`src/hw/rtl/dtpp_pkg.sv`:
```
// ----------------------------------------------------------------------------
// dtpp_pkg
// Shared types and constants for the display thermal power policy block.
// ----------------------------------------------------------------------------
package dtpp_pkg;

  localparam int unsigned TempW  = 20;
  localparam int unsigned HystW  = 17;
  localparam int unsigned MsW    = 16;
  localparam int unsigned PctW   = 7;
  localparam int unsigned CfgIdxW  = 3;
  localparam int unsigned CfgDataW = 20;

  localparam logic [PctW-1:0] PctMax = 7'd100;

  typedef enum logic [1:0] {
    ACT_TICK    = 2'd0,
    ACT_POLL    = 2'd1,
    ACT_SUSPEND = 2'd2,
    ACT_RESUME  = 2'd3
  } action_e;

  typedef enum logic [1:0] {
    DISP_OFF     = 2'd0,
    DISP_ON      = 2'd1,
    DISP_UNKNOWN = 2'd2
  } disp_e;

  typedef enum logic [1:0] {
    TRANS_NONE = 2'd0,
    TRANS_OFF  = 2'd1,
    TRANS_ON   = 2'd2
  } trans_e;

  typedef enum logic [CfgIdxW-1:0] {
    CFG_THRESHOLD  = 3'd0,
    CFG_HYSTERESIS = 3'd1,
    CFG_HOLD_TIME  = 3'd2,
    CFG_RECHECK    = 3'd3,
    CFG_CHARGE_PCT = 3'd4,
    CFG_DOZE_PCT   = 3'd5,
    CFG_BOOST_PCT  = 3'd6,
    CFG_BOOST_TIME = 3'd7
  } cfg_idx_e;

  typedef struct packed {
    logic signed [TempW-1:0] threshold;
    logic [HystW-1:0]        hysteresis;
    logic [MsW-1:0]          hold_time;
    logic [MsW-1:0]          recheck;
    logic [PctW-1:0]         charge_pct;
    logic [PctW-1:0]         doze_pct;
    logic [PctW-1:0]         boost_pct;
    logic [MsW-1:0]          boost_time;
  } cfg_t;

  typedef struct packed {
    logic [1:0]              action;
    logic                    display_valid;
    logic                    display_on;
    logic                    charging;
    logic signed [TempW-1:0] peak_temp;
  } item_t;

  typedef struct packed {
    logic            pinned;
    logic [PctW-1:0] pin_percent;
    logic            cores_restricted;
    logic            io_restricted;
    logic            screen_off;
    logic            thermal_hold;
    logic            boost_active;
    logic [1:0]      transition;
  } result_t;

  typedef struct packed {
    logic            screen_is_off;
    disp_e           last_display;
    logic            asleep;
    logic            resync_pending;
    logic            hold_active;
    logic [MsW-1:0]  hold_remaining;
    logic            boost_on;
    logic [MsW-1:0]  boost_remaining;
    logic            pin_state;
    logic [PctW-1:0] pin_level;
    logic            restricted;
  } state_t;

  function automatic logic [PctW-1:0] sat_pct(input logic [PctW-1:0] pct);
    return (pct > PctMax) ? PctMax : pct;
  endfunction

endpackage

```
`src/hw/rtl/display_thermal_power_policy.sv`:
```
// ----------------------------------------------------------------------------
// display_thermal_power_policy
// Screen-state power policy with thermal hold and wake boost.
// ----------------------------------------------------------------------------
// Input channel (in_valid_i/in_ready_o) carries one event per beat: a one
// millisecond tick, a poll sample, suspend-prepare or resume-done. Each beat
// yields exactly one result beat on the output channel (out_valid_o /
// out_ready_i) with the pin, restriction, hold, boost and transition state
// after that event.
// Each input beat goes into one input register, then through the policy update
// into a result register. Throughput is one beat per cycle while the receiver
// takes results, set by the state update between the two registers.
// When the receiver stalls, the result register holds and the input register
// takes one more beat, then in_ready_o drops until the result is taken. Reset
// loads register defaults, clears policy state and marks the last display
// state as unknown. Configuration writes (cfg_we_i, cfg_idx_i, cfg_data_i)
// take effect at the clock edge; the user makes them while idle, unenforced.
// ----------------------------------------------------------------------------
module display_thermal_power_policy (
  input  logic                               clk_i,
  input  logic                               rst_ni,
  input  logic                               cfg_we_i,
  input  logic [dtpp_pkg::CfgIdxW-1:0]       cfg_idx_i,
  input  logic [dtpp_pkg::CfgDataW-1:0]      cfg_data_i,
  input  logic                               in_valid_i,
  output logic                               in_ready_o,
  input  logic [1:0]                         action_i,
  input  logic                               display_valid_i,
  input  logic                               display_on_i,
  input  logic                               charging_i,
  input  logic signed [dtpp_pkg::TempW-1:0]  peak_temp_i,
  output logic                               out_valid_o,
  input  logic                               out_ready_i,
  output logic                               pinned_o,
  output logic [dtpp_pkg::PctW-1:0]          pin_percent_o,
  output logic                               cores_restricted_o,
  output logic                               io_restricted_o,
  output logic                               screen_off_o,
  output logic                               thermal_hold_o,
  output logic                               boost_active_o,
  output logic [1:0]                         transition_o
);
  import dtpp_pkg::*;

  cfg_t    cfg;
  item_t   item_q;
  result_t res_d, res_q;
  logic    in_valid_q, out_valid_q;
  logic    advance;

  assign advance    = !out_valid_q || out_ready_i;
  assign in_ready_o = !in_valid_q || advance;

  dtpp_cfg u_cfg (
    .clk_i      (clk_i),
    .rst_ni     (rst_ni),
    .cfg_we_i   (cfg_we_i),
    .cfg_idx_i  (cfg_idx_i),
    .cfg_data_i (cfg_data_i),
    .cfg_o      (cfg)
  );

  dtpp_core u_core (
    .clk_i  (clk_i),
    .rst_ni (rst_ni),
    .en_i   (in_valid_q && advance),
    .cfg_i  (cfg),
    .item_i (item_q),
    .res_o  (res_d)
  );

  always_ff @(posedge clk_i or negedge rst_ni) begin
    if (!rst_ni) begin
      in_valid_q  <= 1'b0;
      out_valid_q <= 1'b0;
    end else begin
      if (in_valid_i && in_ready_o) begin
        in_valid_q <= 1'b1;
      end else if (advance) begin
        in_valid_q <= 1'b0;
      end
      if (advance) begin
        out_valid_q <= in_valid_q;
      end
    end
  end

  always_ff @(posedge clk_i) begin
    if (in_valid_i && in_ready_o) begin
      item_q.action        <= action_i;
      item_q.display_valid <= display_valid_i;
      item_q.display_on    <= display_on_i;
      item_q.charging      <= charging_i;
      item_q.peak_temp     <= peak_temp_i;
    end
    if (advance && in_valid_q) begin
      res_q <= res_d;
    end
  end

  assign out_valid_o        = out_valid_q;
  assign pinned_o           = res_q.pinned;
  assign pin_percent_o      = res_q.pin_percent;
  assign cores_restricted_o = res_q.cores_restricted;
  assign io_restricted_o    = res_q.io_restricted;
  assign screen_off_o       = res_q.screen_off;
  assign thermal_hold_o     = res_q.thermal_hold;
  assign boost_active_o     = res_q.boost_active;
  assign transition_o       = res_q.transition;

  a_restrict_tracks_screen: assert property (@(posedge clk_i) disable iff (!rst_ni)
    out_valid_o |-> (cores_restricted_o == screen_off_o))
    else $error("restriction out of step with screen state");

  a_boost_pins: assert property (@(posedge clk_i) disable iff (!rst_ni)
    (out_valid_o && boost_active_o) |-> (pinned_o && !thermal_hold_o))
    else $error("boost running without pin or during hold");

  a_trans_matches: assert property (@(posedge clk_i) disable iff (!rst_ni)
    (out_valid_o && transition_o != TRANS_NONE) |->
      (screen_off_o == (transition_o == TRANS_OFF)))
    else $error("transition disagrees with screen state");

  a_pct_range: assert property (@(posedge clk_i) disable iff (!rst_ni)
    out_valid_o |-> (pin_percent_o <= PctMax && (pinned_o || pin_percent_o == '0)))
    else $error("pin percent out of range");

endmodule

```
`src/hw/rtl/dtpp_cfg.sv`:
```
// ----------------------------------------------------------------------------
// dtpp_cfg
// Configuration register file with reset defaults.
// ----------------------------------------------------------------------------
module dtpp_cfg (
  input  logic                            clk_i,
  input  logic                            rst_ni,
  input  logic                            cfg_we_i,
  input  logic [dtpp_pkg::CfgIdxW-1:0]    cfg_idx_i,
  input  logic [dtpp_pkg::CfgDataW-1:0]   cfg_data_i,
  output dtpp_pkg::cfg_t                  cfg_o
);
  import dtpp_pkg::*;

  cfg_t cfg_q, cfg_d;

  always_comb begin
    cfg_d = cfg_q;
    if (cfg_we_i) begin
      case (cfg_idx_e'(cfg_idx_i))
        CFG_THRESHOLD:  cfg_d.threshold  = cfg_data_i[TempW-1:0];
        CFG_HYSTERESIS: cfg_d.hysteresis = cfg_data_i[HystW-1:0];
        CFG_HOLD_TIME:  cfg_d.hold_time  = cfg_data_i[MsW-1:0];
        CFG_RECHECK:    cfg_d.recheck    = cfg_data_i[MsW-1:0];
        CFG_CHARGE_PCT: cfg_d.charge_pct = cfg_data_i[PctW-1:0];
        CFG_DOZE_PCT:   cfg_d.doze_pct   = cfg_data_i[PctW-1:0];
        CFG_BOOST_PCT:  cfg_d.boost_pct  = cfg_data_i[PctW-1:0];
        CFG_BOOST_TIME: cfg_d.boost_time = cfg_data_i[MsW-1:0];
        default:        cfg_d = cfg_q;
      endcase
    end
  end

  always_ff @(posedge clk_i or negedge rst_ni) begin
    if (!rst_ni) begin
      cfg_q.threshold  <= 20'sd65000;
      cfg_q.hysteresis <= 17'd5000;
      cfg_q.hold_time  <= 16'd3000;
      cfg_q.recheck    <= 16'd1000;
      cfg_q.charge_pct <= 7'd20;
      cfg_q.doze_pct   <= 7'd10;
      cfg_q.boost_pct  <= 7'd100;
      cfg_q.boost_time <= 16'd1200;
    end else begin
      cfg_q <= cfg_d;
    end
  end

  assign cfg_o = cfg_q;

endmodule

```
`src/hw/rtl/dtpp_core.sv`:
```
// ----------------------------------------------------------------------------
// dtpp_core
// Policy state and its update for one registered item.
// ----------------------------------------------------------------------------
module dtpp_core (
  input  logic              clk_i,
  input  logic              rst_ni,
  input  logic              en_i,
  input  dtpp_pkg::cfg_t    cfg_i,
  input  dtpp_pkg::item_t   item_i,
  output dtpp_pkg::result_t res_o
);
  import dtpp_pkg::*;

  state_t st_q, st_d;

  logic signed [TempW+1:0] cool_lim;
  logic signed [TempW+1:0] temp_ext;
  logic                    cooled;
  logic                    hot;
  trans_e                  trans;

  assign cool_lim = {{2{cfg_i.threshold[TempW-1]}}, cfg_i.threshold}
                  - $signed({{(TempW+2-HystW){1'b0}}, cfg_i.hysteresis});
  assign temp_ext = {{2{item_i.peak_temp[TempW-1]}}, item_i.peak_temp};
  assign cooled   = temp_ext < cool_lim;
  assign hot      = item_i.peak_temp >= cfg_i.threshold;

  always_comb begin
    disp_e cur_disp;
    st_d     = st_q;
    trans    = TRANS_NONE;
    cur_disp = item_i.display_on ? DISP_ON : DISP_OFF;
    case (action_e'(item_i.action))
      ACT_TICK: begin
        if (st_q.hold_remaining != '0) begin
          st_d.hold_remaining = st_q.hold_remaining - 1'b1;
        end
        if (st_q.boost_on) begin
          if (st_q.boost_remaining != '0) begin
            st_d.boost_remaining = st_q.boost_remaining - 1'b1;
          end
          if (st_d.boost_remaining == '0) begin
            if (!st_q.screen_is_off && !st_q.hold_active) begin
              st_d.pin_state = 1'b0;
              st_d.pin_level = '0;
            end
            st_d.boost_on = 1'b0;
          end
        end
      end
      ACT_POLL: begin
        if (!st_q.asleep) begin
          if (st_q.resync_pending) begin
            st_d.last_display   = DISP_UNKNOWN;
            st_d.resync_pending = 1'b0;
          end
          if (item_i.display_valid && cur_disp != st_d.last_display) begin
            if (cur_disp == DISP_OFF && !st_q.screen_is_off) begin
              st_d.boost_on        = 1'b0;
              st_d.boost_remaining = '0;
              st_d.pin_state       = 1'b1;
              st_d.pin_level       = sat_pct(item_i.charging ? cfg_i.charge_pct
                                                             : cfg_i.doze_pct);
              st_d.restricted      = 1'b1;
              st_d.screen_is_off   = 1'b1;
              if (hot) begin
                st_d.hold_active = 1'b1;
              end
              trans = TRANS_OFF;
            end else if (cur_disp == DISP_ON && st_q.screen_is_off) begin
              st_d.screen_is_off = 1'b0;
              st_d.restricted    = 1'b0;
              if (st_q.hold_active && !cooled) begin
                st_d.hold_remaining = cfg_i.hold_time;
              end else begin
                st_d.hold_active = 1'b0;
                st_d.pin_state   = 1'b0;
                st_d.pin_level   = '0;
                if (cfg_i.boost_pct != '0 && cfg_i.boost_time != '0) begin
                  st_d.boost_on        = 1'b1;
                  st_d.pin_state       = 1'b1;
                  st_d.pin_level       = sat_pct(cfg_i.boost_pct);
                  st_d.boost_remaining = cfg_i.boost_time;
                end
              end
              trans = TRANS_ON;
            end
            st_d.last_display = cur_disp;
          end
          if (st_d.hold_active && !st_d.screen_is_off && st_d.hold_remaining == '0) begin
            if (cooled) begin
              st_d.pin_state   = 1'b0;
              st_d.pin_level   = '0;
              st_d.hold_active = 1'b0;
            end else begin
              st_d.hold_remaining = cfg_i.recheck;
            end
          end
        end
      end
      ACT_SUSPEND: begin
        st_d.asleep = 1'b1;
      end
      ACT_RESUME: begin
        st_d.asleep         = 1'b0;
        st_d.resync_pending = 1'b1;
      end
      default: st_d = st_q;
    endcase
  end

  always_ff @(posedge clk_i or negedge rst_ni) begin
    if (!rst_ni) begin
      st_q.screen_is_off   <= 1'b0;
      st_q.last_display    <= DISP_UNKNOWN;
      st_q.asleep          <= 1'b0;
      st_q.resync_pending  <= 1'b0;
      st_q.hold_active     <= 1'b0;
      st_q.hold_remaining  <= '0;
      st_q.boost_on        <= 1'b0;
      st_q.boost_remaining <= '0;
      st_q.pin_state       <= 1'b0;
      st_q.pin_level       <= '0;
      st_q.restricted      <= 1'b0;
    end else if (en_i) begin
      st_q <= st_d;
    end
  end

  always_comb begin
    res_o.pinned           = st_d.pin_state;
    res_o.pin_percent      = st_d.pin_state ? st_d.pin_level : '0;
    res_o.cores_restricted = st_d.restricted;
    res_o.io_restricted    = st_d.restricted;
    res_o.screen_off       = st_d.screen_is_off;
    res_o.thermal_hold     = st_d.hold_active;
    res_o.boost_active     = st_d.boost_on;
    res_o.transition       = trans;
  end

endmodule

```
`config.mk`:
```
export PLATFORM = sky130hd
export DESIGN_NAME = display_thermal_power_policy
export DESIGN_NICKNAME = d
export VERILOG_FILES = /design/src/hw/rtl/dtpp_pkg.sv /design/src/hw/rtl/display_thermal_power_policy.sv /design/src/hw/rtl/dtpp_cfg.sv /design/src/hw/rtl/dtpp_core.sv
export SDC_FILE = /design/constraint.sdc
export NUM_CORES = 1
export LEC_CHECK = 0
export CORE_MARGIN = 5
export CORE_UTILIZATION = 45
export DETAILED_ROUTE_END_ITERATION = 7
export DONT_BUFFER_PORTS = 1
export GPL_TIMING_DRIVEN = 0
export RECOVER_POWER = 25
export SYNTH_ARGS = -nofsm -noshare
export SYNTH_HDL_FRONTEND = slang
export SYNTH_SLANG_ARGS = --single-unit
```
`constraint.sdc`:
```
create_clock -name clk_i -period 10.5 [get_ports clk_i]
set_input_delay 1.05 -clock clk_i [delete_from_list [all_inputs] [get_ports clk_i]]
set_output_delay 1.05 -clock clk_i [all_outputs]
set_load 0.005 [all_outputs]
```
Word-level counts from Yosys, hierarchy flattened
Cells that the tools add are included.

storage, ports and cells
  register bits after elaboration = 195
  input port bits = 53
  logic and storage cells = 158

operators by class
  add/subtract/negate cells = 3
  $lt $le $gt $ge = 4
  equal/unequal tests = 19
  muxes and demuxes = 49
  bitwise logic cells = 3
  reduce and logical (&&, ||, !) cells = 46

operators by type and width
  cell                                                   number
  two-way mux 43 bit                                     4
  two-way mux 16 bit                                     7
  case mux 41 bit (2 select lines)                       1
  two-way mux 25 bit                                     3
  nonzero test 16 bit                                    3
  two-way mux 44 bit                                     1
  zero test 16 bit                                       2
  two-way mux 8 bit                                      4
  subtractor 16 x 1 -> 16 bit (second input constant)    2
  two-way mux 26 bit                                     1
  less-than comparator 20 x 21 -> 1 bit                  1
  two-way mux 7 bit                                      3
  subtractor 20 x 18 -> 21 bit                           1
  greater-or-equal comparator 20 bit                     1
  AND reduction 2 bit                                    9
  two-way mux 17 bit                                     1
  two-way mux 3 bit                                      5
  greater-than comparator 7 bit (second input constant)  2
  two-way mux 1 bit                                      13
  == test 3 bit (second input constant)                  4
  logical AND 1 bit                                      10
  two-way mux 2 bit                                      4
  AND reduction 8 bit                                    1
  nonzero test 2 bit                                     4
  20 further kinds                                       37

Depth between registers and ports, before layout
  depth after elaboration = 15
  mapped depth = 25

Hierarchy
Synthesis repeated with hierarchy kept, for this count alone.

second synthesis, totals
  cells, all modules = 1048
  area, all modules = 11307.1 µm²

by module, submodules not included
  module                        instances  cells an instance  area each (µm²)  sequential area each (µm²)
  dtpp_core                     1          767                5818.1           1202.4
  dtpp_cfg                      1          233                4184.0           2702.6
  display_thermal_power_policy  1          48                 1305.0           1251.2

Worst setup path before layout
OpenSTA, ideal clock, no wires.

  kind = register to register
  start = register u_cfg.cfg_q, in the netlist u_cfg.cfg_o[86]
  end = register u_core.st_q[24] (netlist bit)
  setup time = 0.083 ns
  arrival time = 4.702 ns
  required time = 10.417 ns
  path slack = 5.716 ns
  stages on the path, launching flop included = 25
  clock period less this slack = 4.784 ns
  cells stage by stage = dfrtp_1 > inv_1 > ha_1 > fa_1 > nor2b_1 > o21ai_0 > a21boi_0 > o41ai_1 > nand3_1 > a31o_2 > a21oi_1 > xor2_1 > ha_1 > a211oi_1 > nor2_1 > a2111oi_0 > or2_1 > clkbuf_1 > a21oi_1 > nor2_1 > and3_1 > clkbuf_1 > clkbuf_1 > a22oi_1 > o21ai_0

on the way
  cells in the longest elaborated chain, start to end = 6

ends and longest elaborated chain
  element                                  line              text
  start: declaration                       dtpp_cfg.sv:15    cfg_t cfg_q, cfg_d;
  start signal: assignment                 dtpp_cfg.sv:45    cfg_q <= cfg_d;
  subtractor 20 x 18 -> 21 bit             dtpp_core.sv:24   - $signed({{(TempW+2-HystW){1'b0}}, cfg_i.hysteresis});
  less-than comparator 20 x 21 -> 1 bit    dtpp_core.sv:26   assign cooled = temp_ext < cool_lim;
  zero test 1 bit                          dtpp_core.sv:74   if (st_q.hold_active && !cooled) begin
  logical AND 1 bit                        dtpp_core.sv:74
  != test 3 x 2 -> 1 bit (no source line)  n/a
  AND reduction 8 bit (no source line)     n/a
  end signal: assignment                   dtpp_core.sv:127  st_q <= st_d;
  end: declaration                         dtpp_core.sv:15   state_t st_q, st_d;

No other way between the ends.
A chain may end at the register's enable or synchronous reset.

Worst setup path in the final report
  start = register u_cfg.cfg_q, in the netlist u_cfg.cfg_o[86]
  end = register u_core.st_q[23] (netlist bit)

Same word-level chain as after synthesis.

==> out/results.tsv <==
metric	value	unit
cp.arrival	6880	ps
seqPwrFrac	0.408	
drt_first_iter_violations	495	
placed_area	0.01127	sq mm
drt_wl_total	26380	um
synth-edff-count	39	
path_class	reg -> reg	
nNetsFinal	1184	
dp_hpwl	19730	um
cts_buffer_depth	2	
async_flop_share	0.8000	
grt_max_degree	157	
vias	7997	
cts_hold_buf	0	
initial_utilization	0.4596	
p_clk_frac	0.251	
comb_power_share	0.341	
tightest_slew	1303	ps
synth_area	0.01085	sq mm
startpoint_type	flip-flop	
track_usage	0.1988	
status	complete, no violations	
slew-limit-headroom	0.1313	
die_h	165.3	um
power.switching	0.9601	mW
htreeDepth	4	
gp_congestion	0.9393	
synth.distinct_cells	81	
critical_path_required	10840	ps
yosys_warnings	0	
final-instance-count-excl-fill	1403	
pre_cts_ws	4121	ps
leakage	4.885	nW
die_area	0.02732	sq mm
drv_slew	0	
core_area	0.02361	sq mm
finalCriticalPeriod	6533	ps
cts_made_buffers	17	
switching_share	0.3576	
clk_latency	430	ps
syn_avg_cell_area	10.33	sq um
postCtsSetupBuffers	0	
path_clk_slew	70	ps
clockRootBuffer	clkbuf_16	
die_w	165.3	um
rsz0062_at_grt	false	
fin_util	0.5028	
crit-reg2reg-launch	u_cfg.cfg_o[86]	
peakVddDrop	0.00009786	V
synthFlopType	dfrtp_1	
endpoint_kind	flip-flop	
wl_per_cell	18.80	um
setup_slack	3967	ps
antenna_left	0	
drc	0	
rows	56	
setup_tns	0	ps
rrSetupSlack	3970	ps
grt_pass1_wl	42520	um
dr.pass1.iters	7	
fin_area	0.01187	sq mm
fillers	2157	
antenna_cells	0	
synthCells	1051	
gr-total-overflow	0	
ios	70	
synth_seq_cells	195	
antenna_found_initial	0	
post_cts_resize_count	0	
critPathMaxFanout	10	
numPortBuffers	0	
cts_tree	built	
max_freq	153.1	MHz
hold_viol_final	0	
power.internal	1.725	mW
powerDensity	226.1	mW/mm^2
finClkSkew	10.49	ps
period_share	0.6222	
dpl.cell_count	1371	
first_global_vias	8011	
final_layout_size_suffix_gt1_frac	0.1679	
setup_viol	0	
cap_viol_max_count	0	
cts.sinks	195	
vias_per_cell	5.700	
rr_endpoint	u_core.st_q[23]	
hp-class	in -> async	
seq_area_frac_synth	0.4724	
syn_nets	1164	
area_growth	9.408	%
reg2reg_depth	24	
[layout by cell type (no fill, tap or decap), types with 10 or more instances in the layout]
cell / instances
a21o_1: 13
a21oi_1: 58
a22o_1: 14
a22oi_1: 11
a31oi_1: 15
and3_1: 10
clkbuf_1: 38
clkbuf_16: 17
dfrtp_1: 115
dfstp_2: 41
edfxtp_1: 39
ha_1: 59
inv_1: 54
mux2_2: 75
mux2i_1: 19
nand2_1: 89
nand2b_1: 12
nand3_1: 16
nand4_1: 11
nor2_1: 63
nor3_1: 26
nor4_1: 22
o21ai_0: 109
xor2_1: 11
[power groups by stage]
stage               registers [mW]  logic (mW)  clock network [mW]
floorplan                     1.06       0.721                   0
global placement              1.10       0.886                   0
detailed placement            1.11       0.908                   0
CTS                           1.09       0.913               0.691
global route                  1.12        1.03               0.726
finish                        1.10       0.916               0.674
[layout make-up]
type                    instances  area, sq um  share of cell area
multi-input cells             759         5348              0.4504
flip-flops and latches        195         5126              0.4318
clock buffers                  19        442.9             0.03731
well taps                     319        399.1             0.03362
inverters                      55        206.4             0.01739
plain buffers                  42        178.9             0.01507
clock inverters                13        163.9             0.01381
repair buffers                  1        7.507           0.0006323
[per-layer routing]
layer	global-route usage	up-vias	share of wire
met1	0.2703	3871	0.47
met3	0.03773	31	0.041
met2	0.3246	164	0.47
met5	0	-	0
li1	-	3931	-
met4	0.05962	0	0.021
[critical path: stages (launching register included)]
cell and delay (ps):
dfrtp_1 390, inv_1 70, ha_1 170, fa_1 210
nor2b_1 50, o21ai_0 180, a21boi_0 170, o41ai_1 520
nand3_1 270, a31o_2 300, a21oi_1 180, xor2_1 200
ha_1 270, a211oi_1 240, nor2_1 90, a2111oi_0 700
or2_1 180, clkbuf_1 290, a21oi_1 210, nor2_1 330
and3_1 240, clkbuf_1 350, clkbuf_1 470, a22oi_1 160
o21ai_0 190
[synth_stat cells, drive strengths merged (6+ instances only)]
| cell type | number | area share |
|---|---|---|
| a21o | 13 | 0.0090 |
| mux2i | 19 | 0.018 |
| nand4 | 12 | 0.0075 |
| a211oi | 7 | 0.0053 |
| clkbuf | 37 | 0.013 |
| and3 | 10 | 0.0058 |
| a21oi | 58 | 0.027 |
| xnor2 | 8 | 0.0065 |
| a22oi | 11 | 0.0076 |
| ha | 59 | 0.068 |
| o211ai | 6 | 0.0046 |
| and2 | 6 | 0.0035 |
| nand2b | 12 | 0.0069 |
| dfstp | 41 | 0.099 |
| a31oi | 15 | 0.0086 |
| dfrtp | 115 | 0.27 |
| nand3 | 16 | 0.0074 |
| nor2 | 63 | 0.022 |
| a22o | 14 | 0.011 |
| xor2 | 11 | 0.0089 |
| edfxtp | 39 | 0.11 |
| or4 | 6 | 0.0045 |
| inv | 55 | 0.019 |
| nor3 | 29 | 0.015 |
| nand2 | 90 | 0.031 |
| o21ai | 110 | 0.051 |
| nor4 | 25 | 0.018 |
| mux2 | 76 | 0.079 |
| nor2b | 7 | 0.0040 |
[cell families (layout without fill, tap and decap cells)]
kind of cell	Yosys count	after routing	synth area share
simple gates	299	299	0.1421
flops	195	195	0.4724
xor+xnor	19	19	0.01533
buf+inv	97	130	0.03551
compound gates	286	286	0.1681
mux	95	95	0.09674
fa+ha+maj	60	60	0.06987
[registers in the layout, indices dropped and copies added (netlist names)]
name / cells
boost_active_o: 1
in_valid_q: 1
io_restricted_o: 1
item_q: 25
out_valid_o: 1
pin_percent_o: 7
pinned_o: 1
screen_off_o: 1
thermal_hold_o: 1
transition_o: 2
u_cfg.cfg_o: 106
u_core.st_q: 48
[metrics by stage]
stage	power [mW]	hold WS, ps
after floorplan	1.780	443.5
after global placement	1.988	455.2
after detailed placement	2.013	457.3
after CTS	2.697	293.9
after global routing	2.879	285.6
final	2.685	307.6
[how the worst max path moves through the flow]
stage	to	slack (ps)	from
5_1_grt	u_core.st_q[23]	3380	u_cfg.cfg_o[86]
4_1_cts	u_core.st_q[23]	4020	u_cfg.cfg_o[86]
6_report	u_core.st_q[23]	3970	u_cfg.cfg_o[86]
3_5_place_dp	u_core.st_q[24]	4120	u_cfg.cfg_o[86]
3_3_place_gp	u_core.st_q[24]	4210	u_cfg.cfg_o[86]
2_1_floorplan	u_core.st_q[24]	5720	u_cfg.cfg_o[86]
Note: power is estimated with default switching activity, not from simulation.
